--- config.mk ---
export PLATFORM = sky130hd
export DESIGN_NAME = script_text_minifier
export DESIGN_NICKNAME = d
export VERILOG_FILES = /design/src/rtl/stm_pkg.sv /design/src/rtl/stm_core.sv /design/src/rtl/stm_out_fifo.sv /design/src/rtl/script_text_minifier.sv
export SDC_FILE = /design/constraint.sdc
export NUM_CORES = 1
export LEC_CHECK = 0
export ABC_AREA = 1
export BUFFER_PORTS_ARGS = -buffer_cell sky130_fd_sc_hd__clkbuf_2
export CAP_MARGIN = 20
export CELL_PAD_IN_SITES_DETAIL_PLACEMENT = 0
export CELL_PAD_IN_SITES_GLOBAL_PLACEMENT = 1
export CORE_ASPECT_RATIO = 1.4
export CORE_MARGIN = 3
export CORE_UTILIZATION = 42
export CTS_BUF_LIST = sky130_fd_sc_hd__clkbuf_16
export DETAILED_ROUTE_END_ITERATION = 12
export HOLD_SLACK_MARGIN = 0.15
export PLACE_DENSITY = 0.71
export SYNTH_ARGS = -nofsm -noshare
export SYNTH_HDL_FRONTEND = slang
export SYNTH_SLANG_ARGS = --single-unit
--- constraint.sdc ---
create_clock -name clk -period 9.8 [get_ports clk]
set_input_delay 0.98 -clock clk [delete_from_list [all_inputs] [get_ports clk]]
set_output_delay 0.98 -clock clk [all_outputs]
set_load 0.02 [all_outputs]
--- src/rtl/stm_pkg.sv ---
// Shared types, character codes and byte classes for the script text minifier.
// No dependencies; imported by every module of the block.
package stm_pkg;

  // Character codes
  localparam logic [7:0] CH_TAB   = 8'd9;
  localparam logic [7:0] CH_NL    = 8'd10;
  localparam logic [7:0] CH_CR    = 8'd13;
  localparam logic [7:0] CH_SP    = 8'd32;
  localparam logic [7:0] CH_DQ    = 8'd34;
  localparam logic [7:0] CH_DOLLAR = 8'd36;
  localparam logic [7:0] CH_SQ    = 8'd39;
  localparam logic [7:0] CH_LPAR  = 8'd40;
  localparam logic [7:0] CH_RPAR  = 8'd41;
  localparam logic [7:0] CH_STAR  = 8'd42;
  localparam logic [7:0] CH_PLUS  = 8'd43;
  localparam logic [7:0] CH_MINUS = 8'd45;
  localparam logic [7:0] CH_SLASH = 8'd47;
  localparam logic [7:0] CH_LBRK  = 8'd91;
  localparam logic [7:0] CH_BSL   = 8'd92;
  localparam logic [7:0] CH_RBRK  = 8'd93;
  localparam logic [7:0] CH_USCORE = 8'd95;
  localparam logic [7:0] CH_BTICK = 8'd96;
  localparam logic [7:0] CH_LBRC  = 8'd123;
  localparam logic [7:0] CH_RBRC  = 8'd125;
  localparam logic [7:0] WORD_LIMIT = 8'd126;

  // Result buffer: each entry holds the one or two results of one byte
  localparam int FIFO_DEPTH = 4;
  localparam int PTR_W      = $clog2(FIFO_DEPTH);
  localparam int CNT_W      = $clog2(FIFO_DEPTH + 1);

  typedef enum logic [1:0] {
    MODE_NORMAL,
    MODE_LINE,
    MODE_BLOCK,
    MODE_QUOTE
  } stm_mode_t;

  typedef struct packed {
    logic [7:0] in_char;
    logic       in_last;
  } stm_in_t;

  typedef struct packed {
    logic [7:0] out_char;
    logic       has_char;
    logic       out_last;
    logic       bad_comment;
  } stm_out_t;

  // Results of one byte: cnt is 0, 1 or 2
  typedef struct packed {
    logic [1:0] cnt;
    stm_out_t   first;
    stm_out_t   second;
  } stm_pair_t;

  function automatic logic word_like(input logic [7:0] c);
    return (c >= 8'd97 && c <= 8'd122) || (c >= 8'd65 && c <= 8'd90) ||
           (c >= 8'd48 && c <= 8'd57) || c == CH_USCORE || c == CH_DOLLAR ||
           c == CH_BSL || c > WORD_LIMIT;
  endfunction

  function automatic logic blank(input logic [7:0] c);
    return c == CH_SP || c == CH_TAB;
  endfunction

  function automatic logic quote_byte(input logic [7:0] c);
    return c == CH_DQ || c == CH_SQ || c == CH_BTICK;
  endfunction

  function automatic logic space_side(input logic [7:0] c);
    return word_like(c) || c == CH_SQ || c == CH_SLASH || c == CH_PLUS ||
           c == CH_MINUS;
  endfunction

  function automatic logic nl_before(input logic [7:0] c);
    return word_like(c) || c == CH_SQ || c == CH_DQ || c == CH_RBRC ||
           c == CH_RBRK || c == CH_RPAR || c == CH_PLUS || c == CH_MINUS;
  endfunction

  function automatic logic nl_after(input logic [7:0] c);
    return word_like(c) || c == CH_SQ || c == CH_LBRC || c == CH_LBRK ||
           c == CH_LPAR || c == CH_PLUS || c == CH_MINUS;
  endfunction

endpackage

--- src/rtl/stm_core.sv ---
// Scanner state and per-byte minify decision: one byte in, up to two results out.
// Depends on stm_pkg.
module stm_core import stm_pkg::*; (
  input  logic      clk,
  input  logic      rst,
  input  logic      step,
  input  stm_in_t   item,
  output stm_pair_t results
);

  stm_mode_t  mode, mode_next, mode_s;
  logic [7:0] held_char, held_char_next, held_s;
  logic       have_held, have_held_next, hh_s;
  logic [7:0] prior_char, prior_char_next, prior_s;
  logic [7:0] quote_kind, quote_kind_next, qk_s;
  logic       star_seen, star_seen_next, star_s;

  logic [7:0] c;
  logic       last;
  logic [7:0] em0, em1;
  logic [1:0] n;
  logic       marker;
  logic       bad;

  assign c    = item.in_char;
  assign last = item.in_last;

  // Next state
  always_comb begin
    mode_s  = mode;
    held_s  = held_char;
    hh_s    = have_held;
    prior_s = prior_char;
    qk_s    = quote_kind;
    star_s  = star_seen;
    unique case (mode)
      MODE_LINE: begin
        if (c == CH_NL) begin
          mode_s  = MODE_NORMAL;
          prior_s = CH_NL;
          hh_s    = 1'b0;
        end
      end
      MODE_BLOCK: begin
        if (star_seen && c == CH_SLASH) begin
          mode_s  = MODE_NORMAL;
          prior_s = CH_NL;
          hh_s    = 1'b0;
          star_s  = 1'b0;
        end else begin
          star_s = (c == CH_STAR);
        end
      end
      MODE_QUOTE: begin
        if (c == quote_kind) begin
          mode_s  = MODE_NORMAL;
          prior_s = c;
          hh_s    = 1'b0;
        end
      end
      MODE_NORMAL: begin
        if (!have_held) begin
          held_s = c;
          hh_s   = 1'b1;
        end else if (held_char == CH_CR) begin
          prior_s = held_char;
          held_s  = c;
        end else if (held_char == CH_SLASH) begin
          if (c == CH_SLASH) begin
            mode_s = MODE_LINE;
            hh_s   = 1'b0;
          end else if (c == CH_STAR) begin
            mode_s = MODE_BLOCK;
            star_s = 1'b0;
            hh_s   = 1'b0;
          end else begin
            prior_s = held_char;
            held_s  = c;
          end
        end else if (blank(held_char)) begin
          // hold the first blank of a run until a non-blank shows up
          if (!blank(c)) begin
            prior_s = held_char;
            held_s  = c;
          end
        end else if (held_char == CH_NL) begin
          if (c != CH_NL && !blank(c)) begin
            prior_s = CH_NL;
            held_s  = c;
          end
        end else if (quote_byte(held_char)) begin
          hh_s = 1'b0;
          if (c == held_char) begin
            prior_s = c;
          end else begin
            mode_s = MODE_QUOTE;
            qk_s   = held_char;
          end
        end else begin
          prior_s = held_char;
          held_s  = c;
        end
      end
    endcase

    // end of stream: return everything to its reset values
    if (last) begin
      mode_next       = MODE_NORMAL;
      held_char_next  = '0;
      have_held_next  = 1'b0;
      prior_char_next = CH_NL;
      quote_kind_next = '0;
      star_seen_next  = 1'b0;
    end else begin
      mode_next       = mode_s;
      held_char_next  = held_s;
      have_held_next  = hh_s;
      prior_char_next = prior_s;
      quote_kind_next = qk_s;
      star_seen_next  = star_s;
    end
  end

  // Outputs
  always_comb begin
    em0    = '0;
    em1    = '0;
    n      = 2'd0;
    marker = 1'b0;
    unique case (mode)
      MODE_LINE, MODE_BLOCK: begin
      end
      MODE_QUOTE: begin
        em0 = c;
        n   = 2'd1;
      end
      MODE_NORMAL: begin
        if (have_held) begin
          if (held_char == CH_CR) begin
            em0 = CH_NL;
            n   = 2'd1;
          end else if (held_char == CH_SLASH) begin
            if (c != CH_SLASH && c != CH_STAR) begin
              em0 = held_char;
              n   = 2'd1;
            end
          end else if (blank(held_char)) begin
            if (!blank(c) && space_side(prior_char) && space_side(c)) begin
              em0 = CH_SP;
              n   = 2'd1;
            end
          end else if (held_char == CH_NL) begin
            if (c != CH_NL && !blank(c) && nl_before(prior_char) && nl_after(c)) begin
              em0 = CH_NL;
              n   = 2'd1;
            end
          end else if (quote_byte(held_char)) begin
            em0 = held_char;
            em1 = c;
            n   = 2'd2;
          end else begin
            em0 = held_char;
            n   = 2'd1;
          end
        end
      end
    endcase

    // flush a held byte at stream end unless it is whitespace
    if (last && mode_s == MODE_NORMAL && hh_s && !blank(held_s) &&
        held_s != CH_NL && held_s != CH_CR) begin
      if (n == 2'd0) begin
        em0 = held_s;
        n   = 2'd1;
      end else if (n == 2'd1) begin
        em1 = held_s;
        n   = 2'd2;
      end
    end

    if (last && n == 2'd0) begin
      marker = 1'b1;
      n      = 2'd1;
    end
  end

  assign bad = last && (mode_s == MODE_BLOCK);

  assign results.cnt                  = n;
  assign results.first.out_char       = em0;
  assign results.first.has_char       = !marker;
  assign results.first.out_last       = last && (n == 2'd1);
  assign results.first.bad_comment    = bad && (n == 2'd1);
  assign results.second.out_char      = em1;
  assign results.second.has_char      = 1'b1;
  assign results.second.out_last      = last;
  assign results.second.bad_comment   = bad;

  always_ff @(posedge clk) begin
    if (rst) begin
      mode       <= MODE_NORMAL;
      held_char  <= '0;
      have_held  <= 1'b0;
      prior_char <= CH_NL;
      quote_kind <= '0;
      star_seen  <= 1'b0;
    end else if (step) begin
      mode       <= mode_next;
      held_char  <= held_char_next;
      have_held  <= have_held_next;
      prior_char <= prior_char_next;
      quote_kind <= quote_kind_next;
      star_seen  <= star_seen_next;
    end
  end

`ifndef SYNTHESIS
  a_last_resets: assert property (@(posedge clk) disable iff (rst)
    step && item.in_last |=> mode == MODE_NORMAL && !have_held && prior_char == CH_NL)
    else $error("scanner state not cleared after final byte");

  a_quote_kind: assert property (@(posedge clk) disable iff (rst)
    mode == MODE_QUOTE |-> quote_byte(quote_kind))
    else $error("quote mode without an opening quote byte");

  a_last_has_result: assert property (@(posedge clk) disable iff (rst)
    step && item.in_last |-> results.cnt != 2'd0)
    else $error("final byte produced no result");
`endif

endmodule

--- src/rtl/stm_out_fifo.sv ---
// Result buffer: one entry per byte that gives results, holding its one or two results,
// drained one result per transfer. Depends on stm_pkg.
module stm_out_fifo import stm_pkg::*; (
  input  logic      clk,
  input  logic      rst,
  input  logic      push,
  input  stm_pair_t push_data,
  output logic      room,
  output logic      valid,
  input  logic      stall,
  output stm_out_t  data
);

  stm_pair_t         mem [FIFO_DEPTH];
  logic [PTR_W-1:0]  wptr, rptr;
  logic [CNT_W-1:0]  count, count_next;
  logic              sub;
  logic              pop_item, pop_entry;

  assign valid     = (count != '0);
  assign room      = (count != CNT_W'(FIFO_DEPTH));
  assign data      = sub ? mem[rptr].second : mem[rptr].first;
  assign pop_item  = valid && !stall;
  assign pop_entry = pop_item && (sub || mem[rptr].cnt == 2'd1);

  always_comb begin
    count_next = count;
    if (push && !pop_entry) begin
      count_next = count + CNT_W'(1);
    end else if (!push && pop_entry) begin
      count_next = count - CNT_W'(1);
    end
  end

  always_ff @(posedge clk) begin
    if (push) begin
      mem[wptr] <= push_data;
    end
  end

  always_ff @(posedge clk) begin
    if (rst) begin
      wptr  <= '0;
      rptr  <= '0;
      count <= '0;
      sub   <= 1'b0;
    end else begin
      count <= count_next;
      if (push) begin
        wptr <= wptr + PTR_W'(1);
      end
      if (pop_entry) begin
        rptr <= rptr + PTR_W'(1);
        sub  <= 1'b0;
      end else if (pop_item) begin
        sub  <= 1'b1;
      end
    end
  end

`ifndef SYNTHESIS
  a_no_overflow: assert property (@(posedge clk) disable iff (rst)
    push |-> count != CNT_W'(FIFO_DEPTH) || pop_entry)
    else $error("result buffer overflow");

  a_entry_size: assert property (@(posedge clk) disable iff (rst)
    push |-> push_data.cnt == 2'd1 || push_data.cnt == 2'd2)
    else $error("empty or oversized entry pushed");

  a_sub_only_pairs: assert property (@(posedge clk) disable iff (rst)
    sub |-> valid && mem[rptr].cnt == 2'd2)
    else $error("second result selected from a single-result entry");
`endif

endmodule

--- src/rtl/script_text_minifier.sv ---
// Top level of the script text minifier: request register, scanner and result buffer.
// Depends on stm_pkg, stm_core and stm_out_fifo.
//
// Usage:
//   Request channel (src_valid / src_stall / src_data) takes one source byte per
//   transfer, with in_last set on the final byte of a script. Result channel
//   (res_valid / res_stall / res_data) gives minified bytes one per transfer;
//   has_char low marks an end-only result, out_last flags the final result of
//   a script and bad_comment reports an unterminated block comment there.
//   An accepted byte waits in the request register until the result buffer has
//   room, then is scanned and its results are registered in a buffer entry.
//   Throughput: one byte per cycle while src_stall is low. A byte gives zero, one or
//   two results, and the result side moves one result per cycle while res_stall is
//   low, so bytes that give two results (quotes opening, a held byte flushed at the
//   end) drain at half that rate. The result buffer holds four bytes' worth of results;
//   when it is full and a byte waits in the request register, src_stall rises until
//   res_stall lets results drain. src_stall comes from registers only.
//   Reset: scanner returns to normal mode with nothing held, the result buffer
//   empties. The scanner also resets itself after every final byte.
module script_text_minifier import stm_pkg::*; (
  input  logic     clk,
  input  logic     rst,
  input  logic     src_valid,
  output logic     src_stall,
  input  stm_in_t  src_data,
  output logic     res_valid,
  input  logic     res_stall,
  output stm_out_t res_data
);

  stm_in_t   req;
  logic      req_valid;
  logic      advance;
  logic      room;
  stm_pair_t results;

  assign advance   = req_valid && room;
  assign src_stall = req_valid && !room;

  // Hold the request until the scanner can take it
  always_ff @(posedge clk) begin
    if (rst) begin
      req_valid <= 1'b0;
    end else if (!src_stall) begin
      req_valid <= src_valid;
    end
  end

  always_ff @(posedge clk) begin
    if (!src_stall && src_valid) begin
      req <= src_data;
    end
  end

  stm_core u_core (
    .clk     (clk),
    .rst     (rst),
    .step    (advance),
    .item    (req),
    .results (results)
  );

  stm_out_fifo u_fifo (
    .clk       (clk),
    .rst       (rst),
    .push      (advance && results.cnt != 2'd0),
    .push_data (results),
    .room      (room),
    .valid     (res_valid),
    .stall     (res_stall),
    .data      (res_data)
  );

endmodule

# == Yosys cells after proc, flatten, opt, wreduce, memory -nomap -nowiden ==
# Memories as Yosys holds them, arrays and structs flattened. A register that Yosys moved wholly into a read port is not among the register bits.
# Index checks and enable logic that the tools add are counted.
# word_totals
wordCells,305
memories,1
output_inout_bits,13
in_bits,13
register_bits,46
ramBits,92
# classes
n_lt_le_gt_ge,14
n_addsub,4
n_eq_ne,68
mux,115
n_reduce_logical,90
# memory_table
memory,depth,width,read_ports,rd_clocked_by_memory_dff,wr,line,rtl
u_fifo.mem,4,23,1,1,1,stm_out_fifo.sv:14,stm_pair_t mem [FIFO_DEPTH];
# op_table
op,count
$mux 8,54
$eq 8x6->1 const B,20
$eq 8x7->1 const B,9
$mux 2,25
$eq 8x4->1 const B,6
$logic_or 1x1->1,37
$ge 8x7->1 const B,4
$le 8x7->1 const B,4
$pmux 8 s4,1
$logic_and 1x1->1,30
$mux 1,25
$ne 8x4->1 const B,3
$ne 3x2->1 const B,6
$eq 8x8->1,2
$ge 8x6->1 const B,2
$gt 8x7->1 const B,2
$le 8x6->1 const B,2
$ne 8x6->1 const B,2
$pmux 8 s2,1
$mux 11,1
$ne 2x2->1 const B,5
$reduce_and 10->1,1
$reduce_bool 2->1,5
$ne 3x3->1 const B,3
23 further kinds,41

# == Depth between registers and ports, before layout ==
# depth
depth_word,37
depth_mapped,30

# == Hierarchy ==
# From an unflattened synthesis, not the netlist that was laid out.
# hier_totals
cells_unflattened,991
area_unflattened_um2,8003.9
# modules_own_cells
module,area_per_inst_um2,instances,seq_area_each_um2,cells_each
stm_out_fifo,4200.3,1,3083.0,334
stm_core,3469.6,1,560.5,637
script_text_minifier,334.1,1,290.3,20

# == Worst setup path before layout ==
# OpenSTA, ideal clock, no wires.
# synth_timing
path_kind,register to register
from,register u_core.mode[1]
to,"memory u_fifo.mem[0][0] (netlist name), enable pin"
period_less_slack_ps,3791
arrival_time_ps,3389
n_path_buf,2
path_stages_with_launch,14
setup_time_ps,403
path_slack_ps,6009
path_cell_list,dfxtp_1 -> inv_1 -> ha_1 -> clkbuf_1 -> inv_1 -> clkbuf_1 -> nor3_2 -> inv_1 -> ha_1 -> nand3_1 -> nand2_1 -> nand3_2 -> nand2_1 -> nor2_1
# synth_via
elab_chain_cells,22
elab_cells_between_ends,44
classes_between,8 x eq/ne; 22 x mux; 14 x reduce/logical
# synth_lines
item,line,rtl
"start, declared",stm_core.sv:11,"stm_mode_t mode, mode_next, mode_s;"
"start signal, assigned",stm_core.sv:208,mode <= mode_next;
$mux 2,stm_core.sv:93,if (c == held_char) begin
$mux 2,stm_core.sv:91,end else if (quote_byte(held_char)) begin
$mux 2,stm_core.sv:86,end else if (held_char == CH_NL) begin
$mux 2,stm_core.sv:80,end else if (blank(held_char)) begin
$mux 2,stm_core.sv:68,end else if (held_char == CH_SLASH) begin
$mux 2,stm_core.sv:65,end else if (held_char == CH_CR) begin
$mux 2,stm_core.sv:62,if (!have_held) begin
$pmux 2 s4,stm_core.sv:36,unique case (mode)
[6 not listed],n/a,
$mux 2 (*),stm_core.sv:170,if (last && mode_s == MODE_NORMAL && hh_s && !blank(held_s) &&
$logic_not 2->1,stm_core.sv:181,if (last && n == 2'd0) begin
$logic_and 1x1->1,stm_core.sv:181,
$mux 2 (*),stm_core.sv:181,
$reduce_bool 2->1 (*),script_text_minifier.sv:66,".push (advance && results.cnt != 2'd0),"
$logic_and 1x1->1 (*),script_text_minifier.sv:66,
$mux 1 (*),stm_out_fifo.sv:36,if (push) begin
$mux 1 (implied by the code) (*),stm_out_fifo.sv:37,mem[wptr] <= push_data;
"end, declared",stm_out_fifo.sv:14,
# Mark *: on every way between the ends. The rest lies on a longest branch, timed or not.

# == Worst setup path in the final report ==
# layout_timing
from,register u_core.mode[1]
to,register u_fifo.count[2]
# layout_via
elab_chain_cells,23
elab_cells_between_ends,47
classes_between,8 x eq/ne; 21 x mux; 18 x reduce/logical
# layout_lines
item,line,rtl
$mux 2,stm_core.sv:93,
$mux 2,stm_core.sv:91,
$mux 2,stm_core.sv:86,
$mux 2,stm_core.sv:80,
$mux 2,stm_core.sv:68,
$mux 2,stm_core.sv:65,
$mux 2,stm_core.sv:62,
$pmux 2 s4,stm_core.sv:36,
[8 not listed],n/a,
$logic_and 1x1->1,stm_core.sv:181,
$mux 2 (*),stm_core.sv:181,
$reduce_bool 2->1 (*),script_text_minifier.sv:66,
$logic_and 1x1->1 (*),script_text_minifier.sv:66,
net u_fifo.push,stm_out_fifo.sv:6,"input logic push,"
$logic_not 1->1,stm_out_fifo.sv:30,end else if (!push && pop_entry) begin
$logic_and 1x1->1,stm_out_fifo.sv:30,
$reduce_bool 2->1 (no source line),n/a,
"end signal, assigned",stm_out_fifo.sv:48,count <= count_next;
"end, declared",stm_out_fifo.sv:16,"logic [CNT_W-1:0] count, count_next;"
# The timed path passes the listed nets; every way through them passes the cells marked *.
# A chain may end at the register's enable or synchronous reset.

==> impl_metrics.prom <==
# TYPE chip_impl_metric gauge
chip_impl_metric{name="synth.net_count",unit=""} 900
chip_impl_metric{name="netlist.area_leader.share",unit=""} 0.411
chip_impl_metric{name="synth-async-reset-ratio",unit=""} 0
chip_impl_metric{name="report.final.slew_viol_count",unit=""} 0
chip_impl_metric{name="antenna_cells_inserted",unit=""} 0
chip_impl_info{name="cp-end-kind",value="flip-flop"} 1
chip_impl_metric{name="critical_path_buf_inv_count",unit=""} 5
chip_impl_metric{name="comb_power_share",unit=""} 0.228
chip_impl_metric{name="route.detailed.drc",unit=""} 0
chip_impl_metric{name="grt_util_overall",unit=""} 0.230
chip_impl_info{name="synth.cells.most_frequent",value="nand2_1 (163), nor2_1 (127), edfxtp_1 (101)"} 1
chip_impl_metric{name="max-vdd-ir-drop",unit="µV"} 98.9
chip_impl_metric{name="initial_core_utilization",unit=""} 0.434
chip_impl_metric{name="maxCapViolCount",unit=""} 0
chip_impl_metric{name="die-height",unit="µm"} 163
chip_impl_info{name="synth.area.top_cells",value="edfxtp_1 (41%), dfxtp_1 (11%), nand2_1 (8.3%)"} 1
chip_impl_metric{name="number_of_global_route_vias_before_repair",unit=""} 6091
chip_impl_metric{name="grt_pass1_wl",unit="mm"} 33.7
chip_impl_metric{name="synth_cell_type_count",unit=""} 46
chip_impl_metric{name="post_cts.resized_instances",unit=""} 0
chip_impl_metric{name="clkSinkCount",unit=""} 140
chip_impl_metric{name="worst-path-max-fanout",unit=""} 19
chip_impl_metric{name="share_of_post_route_cells_with_drive_strength_above_1",unit=""} 0.128
chip_impl_info{name="setup.worst_path.start_class",value="flip-flop"} 1
chip_impl_metric{name="finalNetCount",unit=""} 911
chip_impl_info{name="unrepaired_setup_endpoints_after_global_routing",value="false"} 1
chip_impl_metric{name="drt-total-wl",unit="mm"} 21.6
chip_impl_metric{name="final_area",unit="µm²"} 8250
chip_impl_metric{name="synth_edf_count",unit=""} 101
chip_impl_info{name="worstPathCellList",value="inv_1 > ha_1 > inv_1 > nor3_2 > inv_1 > ha_1 > nand3_2 > nand2_1 > nand3_2 > nand2_1 > inv_1 > ha_1 > inv_1 > fa_1 > a21oi_1 > o21ai_0 > o21ai_0 > a21oi_1"} 1
chip_impl_metric{name="total_leakage_power",unit="nW"} 3.11
chip_impl_metric{name="detailed_place_hpwl",unit="mm"} 15.8
chip_impl_metric{name="drt_iter0_markers",unit=""} 458
chip_impl_metric{name="cts_hold_repair.buffers",unit=""} 0
chip_impl_metric{name="antenna_found_initial",unit=""} 0
chip_impl_metric{name="post_synthesis_mean_instance_area",unit="µm²"} 8.45
chip_impl_metric{name="cts.path.max_buffers",unit=""} 2
chip_impl_metric{name="crit_required",unit="ns"} 10.12
chip_impl_metric{name="area.growth.synth_to_final",unit="%"} 11.7
chip_impl_info{name="critical-path-top-cell-by-count",value="inv_1"} 1
chip_impl_info{name="critPathSlowestCell",value="ha_1"} 1
chip_impl_metric{name="postCtsSetupBuffers",unit=""} 0
chip_impl_metric{name="final.period_utilization",unit=""} 0.474
chip_impl_metric{name="power.density_cell_area",unit="nW/µm²"} 212
chip_impl_info{name="critPathTopFamily",value="adder cells"} 1
chip_impl_metric{name="finalSetupTns",unit="ns"} 0
chip_impl_metric{name="wl_per_cell",unit="µm"} 19.1
chip_impl_metric{name="power_switching",unit="mW"} 0.590
chip_impl_metric{name="cp_data_arrival_time",unit="ns"} 4.97
chip_impl_metric{name="rows",unit=""} 56
chip_impl_metric{name="synth_area",unit="µm²"} 7380
chip_impl_metric{name="power.clock.fraction",unit=""} 0.358
chip_impl_metric{name="synth_seq_area_share",unit=""} 0.516
chip_impl_info{name="synth_largest_area_cell",value="edfxtp_1"} 1
chip_impl_metric{name="numCtsBuffers",unit=""} 17
chip_impl_metric{name="place.gp.congestion",unit=""} 0.996
chip_impl_metric{name="via_per_inst",unit=""} 5.46
chip_impl_metric{name="die_width",unit="µm"} 118
chip_impl_metric{name="die_area",unit="µm²"} 19200
chip_impl_metric{name="synth-seq-cells",unit=""} 140
chip_impl_metric{name="clock_insertion_delay_worst_skew",unit="ns"} 0.43
chip_impl_metric{name="placedInstanceArea",unit="µm²"} 7670
chip_impl_metric{name="pin_count",unit=""} 26
chip_impl_metric{name="final_period_minus_worst_setup_slack",unit="ns"} 4.65
chip_impl_metric{name="detail_route.first_pass.iterations",unit=""} 5
chip_impl_metric{name="yosys_warnings",unit=""} 0
chip_impl_info{name="clock-root-buffer",value="clkbuf_16"} 1
chip_impl_metric{name="globalRoute.totalOverflow",unit=""} 0
chip_impl_metric{name="route.antenna.remaining_nets",unit=""} 0
chip_impl_metric{name="cts.htree.levels",unit=""} 4
chip_impl_info{name="crit_path_class",value="reg2reg"} 1
chip_impl_info{name="worstHoldPathType",value="reg2reg"} 1
chip_impl_info{name="cts_tree",value="done"} 1
chip_impl_metric{name="cell_internal_pwr",unit="mW"} 1.16
chip_impl_metric{name="sw_frac_of_total",unit=""} 0.337
chip_impl_metric{name="vias",unit=""} 6168
chip_impl_info{name="status",value="finished, final reports clean"} 1
chip_impl_metric{name="part_of_the_power_in_registers",unit=""} 0.415
chip_impl_metric{name="setup_violations",unit=""} 0
chip_impl_metric{name="finalHoldViolations",unit=""} 0
chip_impl_metric{name="core-area",unit="µm²"} 17000
chip_impl_metric{name="critical-path-max-stage-delay",unit="ns"} 0.64
chip_impl_metric{name="maximum_number_of_pins_on_one_net_before_global_route_repair",unit=""} 46
chip_impl_metric{name="timing.max_slew.rel_slack",unit=""} 0.474
chip_impl_metric{name="finalCoreUtilization",unit=""} 0.485
chip_impl_metric{name="port_buffers",unit=""} 25
chip_impl_metric{name="syn-instance-count",unit=""} 874
chip_impl_metric{name="achievable-frequency",unit="MHz"} 215
chip_impl_metric{name="worst-slew-pin-transition",unit="ns"} 0.786
chip_impl_info{name="synth_flop_cell",value="edfxtp_1"} 1
chip_impl_info{name="most_frequent_cell_after_synthesis",value="nand2_1"} 1
chip_impl_metric{name="fin_worst_skew",unit="ns"} 0.0112
chip_impl_metric{name="clk_transition_reported_paths",unit="ns"} 0.07
worst reg2reg max path, delay by kind of cell, from the launching register on:
| kind | cells | cell delay (ns) |
|---|---|---|
| adders and majority gates | 4 | 1.46 |
| and+or+nand+nor | 5 | 1.23 |
| buffers and inverters | 5 | 0.98 |
| DFF | 1 | 0.38 |
| AOI/OAI and AO/OA | 4 | 0.49 |
power by group through the flow:
stage	Combinational (mW)	Clock (mW)	Sequential, mW
finish	0.399	0.627	0.727
global route	0.448	0.666	0.731
CTS	0.404	0.637	0.726
detailed placement	0.404	0	0.738
global placement	0.398	0	0.737
floorplan	0.292	0	0.719
final timing paths:
kind,to,cells after the start,start,slack [ns]
worst max-delay path,u_fifo.count[2]$_SDFFE_PP0P_,18,u_core.mode[1]$_SDFFE_PP0P_,5.15
worst min-delay path,u_core.quote_kind[4]$_SDFFE_PP0P_,2,u_core.quote_kind[4]$_SDFFE_PP0P_,0.46
worst max register to register,u_fifo.count[2]$_SDFFE_PP0P_,18,u_core.mode[1]$_SDFFE_PP0P_,5.15
worst min register to register,u_core.quote_kind[4]$_SDFFE_PP0P_,2,u_core.quote_kind[4]$_SDFFE_PP0P_,0.46
logic make-up after synthesis:
kind of cell	Yosys count	share of synthesized area
simple gates	378	0.220
xor+xnor	12	0.0142
buf+inv	126	0.0705
fa+ha+maj	13	0.0230
compound gates	205	0.156
flops	140	0.516
state kept, by name, indices dropped and copies added (netlist names), named ones only:
signal / cells
u_core.quote_kind: 8
u_core.prior_char: 8
u_fifo.count: 3
u_fifo.sub: 1
u_core.mode: 2
u_core.have_held: 1
req: 9
u_core.held_char: 8
req_valid: 1
u_fifo.rptr: 2
u_fifo.wptr: 2
u_fifo.mem: 92
u_core.star_seen: 1
layout make-up:
cell class              count  area, µm²
clock inverters            15        155
flip-flops and latches    140       3810
well taps                 232        290
repair buffers             33        185
clock buffers              17        425
inverters                  85        322
multi-input cells         608       3060
fillers                  1699       8770
stage by stage:
step | hold WS [ns] | std cells | setup slack, ns | total power [mW]
floorplan | 0.432 | 874 | 6.01 | 1.01
CTS | 0.462 | 1130 | 5.16 | 1.77
detailed placement | 0.451 | 1098 | 5.19 | 1.14
global route | 0.489 | 1130 | 4.66 | 1.84
finish | 0.463 | 1130 | 5.15 | 1.75
global placement | 0.441 | 1098 | 5.23 | 1.14
cell usage in the layout (no fill, tap or decap), types with 3 or more instances in the layout:
cell        count
or2_1           3
dfxtp_1        39
o21ai_1        12
a21oi_1        50
clkbuf_2       25
nand3_1        43
clkinv_4        3
o22ai_1        25
buf_4           8
nor2_1        123
nand2_1       163
inv_1          67
nand4_1         7
nor2_2          9
edfxtp_1      101
xnor2_1         4
a31oi_1        12
o211ai_1        3
nor3_1          7
xor2_1          8
nand3_2         4
ha_1           12
o21ai_0        86
clkinvlp_4      3
clkbuf_16      17
inv_2          16
inv_6           5
nand2_2        10
layer usage:
layer,GRT usage,vias up,wire length [µm]
li1,-,3012,-
met1,0.241,2902,8180
met2,0.427,188,11400
met3,0.0497,66,867
met4,0.123,0,1160
met5,0,-,0
No activity file was read; power rests on OpenSTA's default activity.
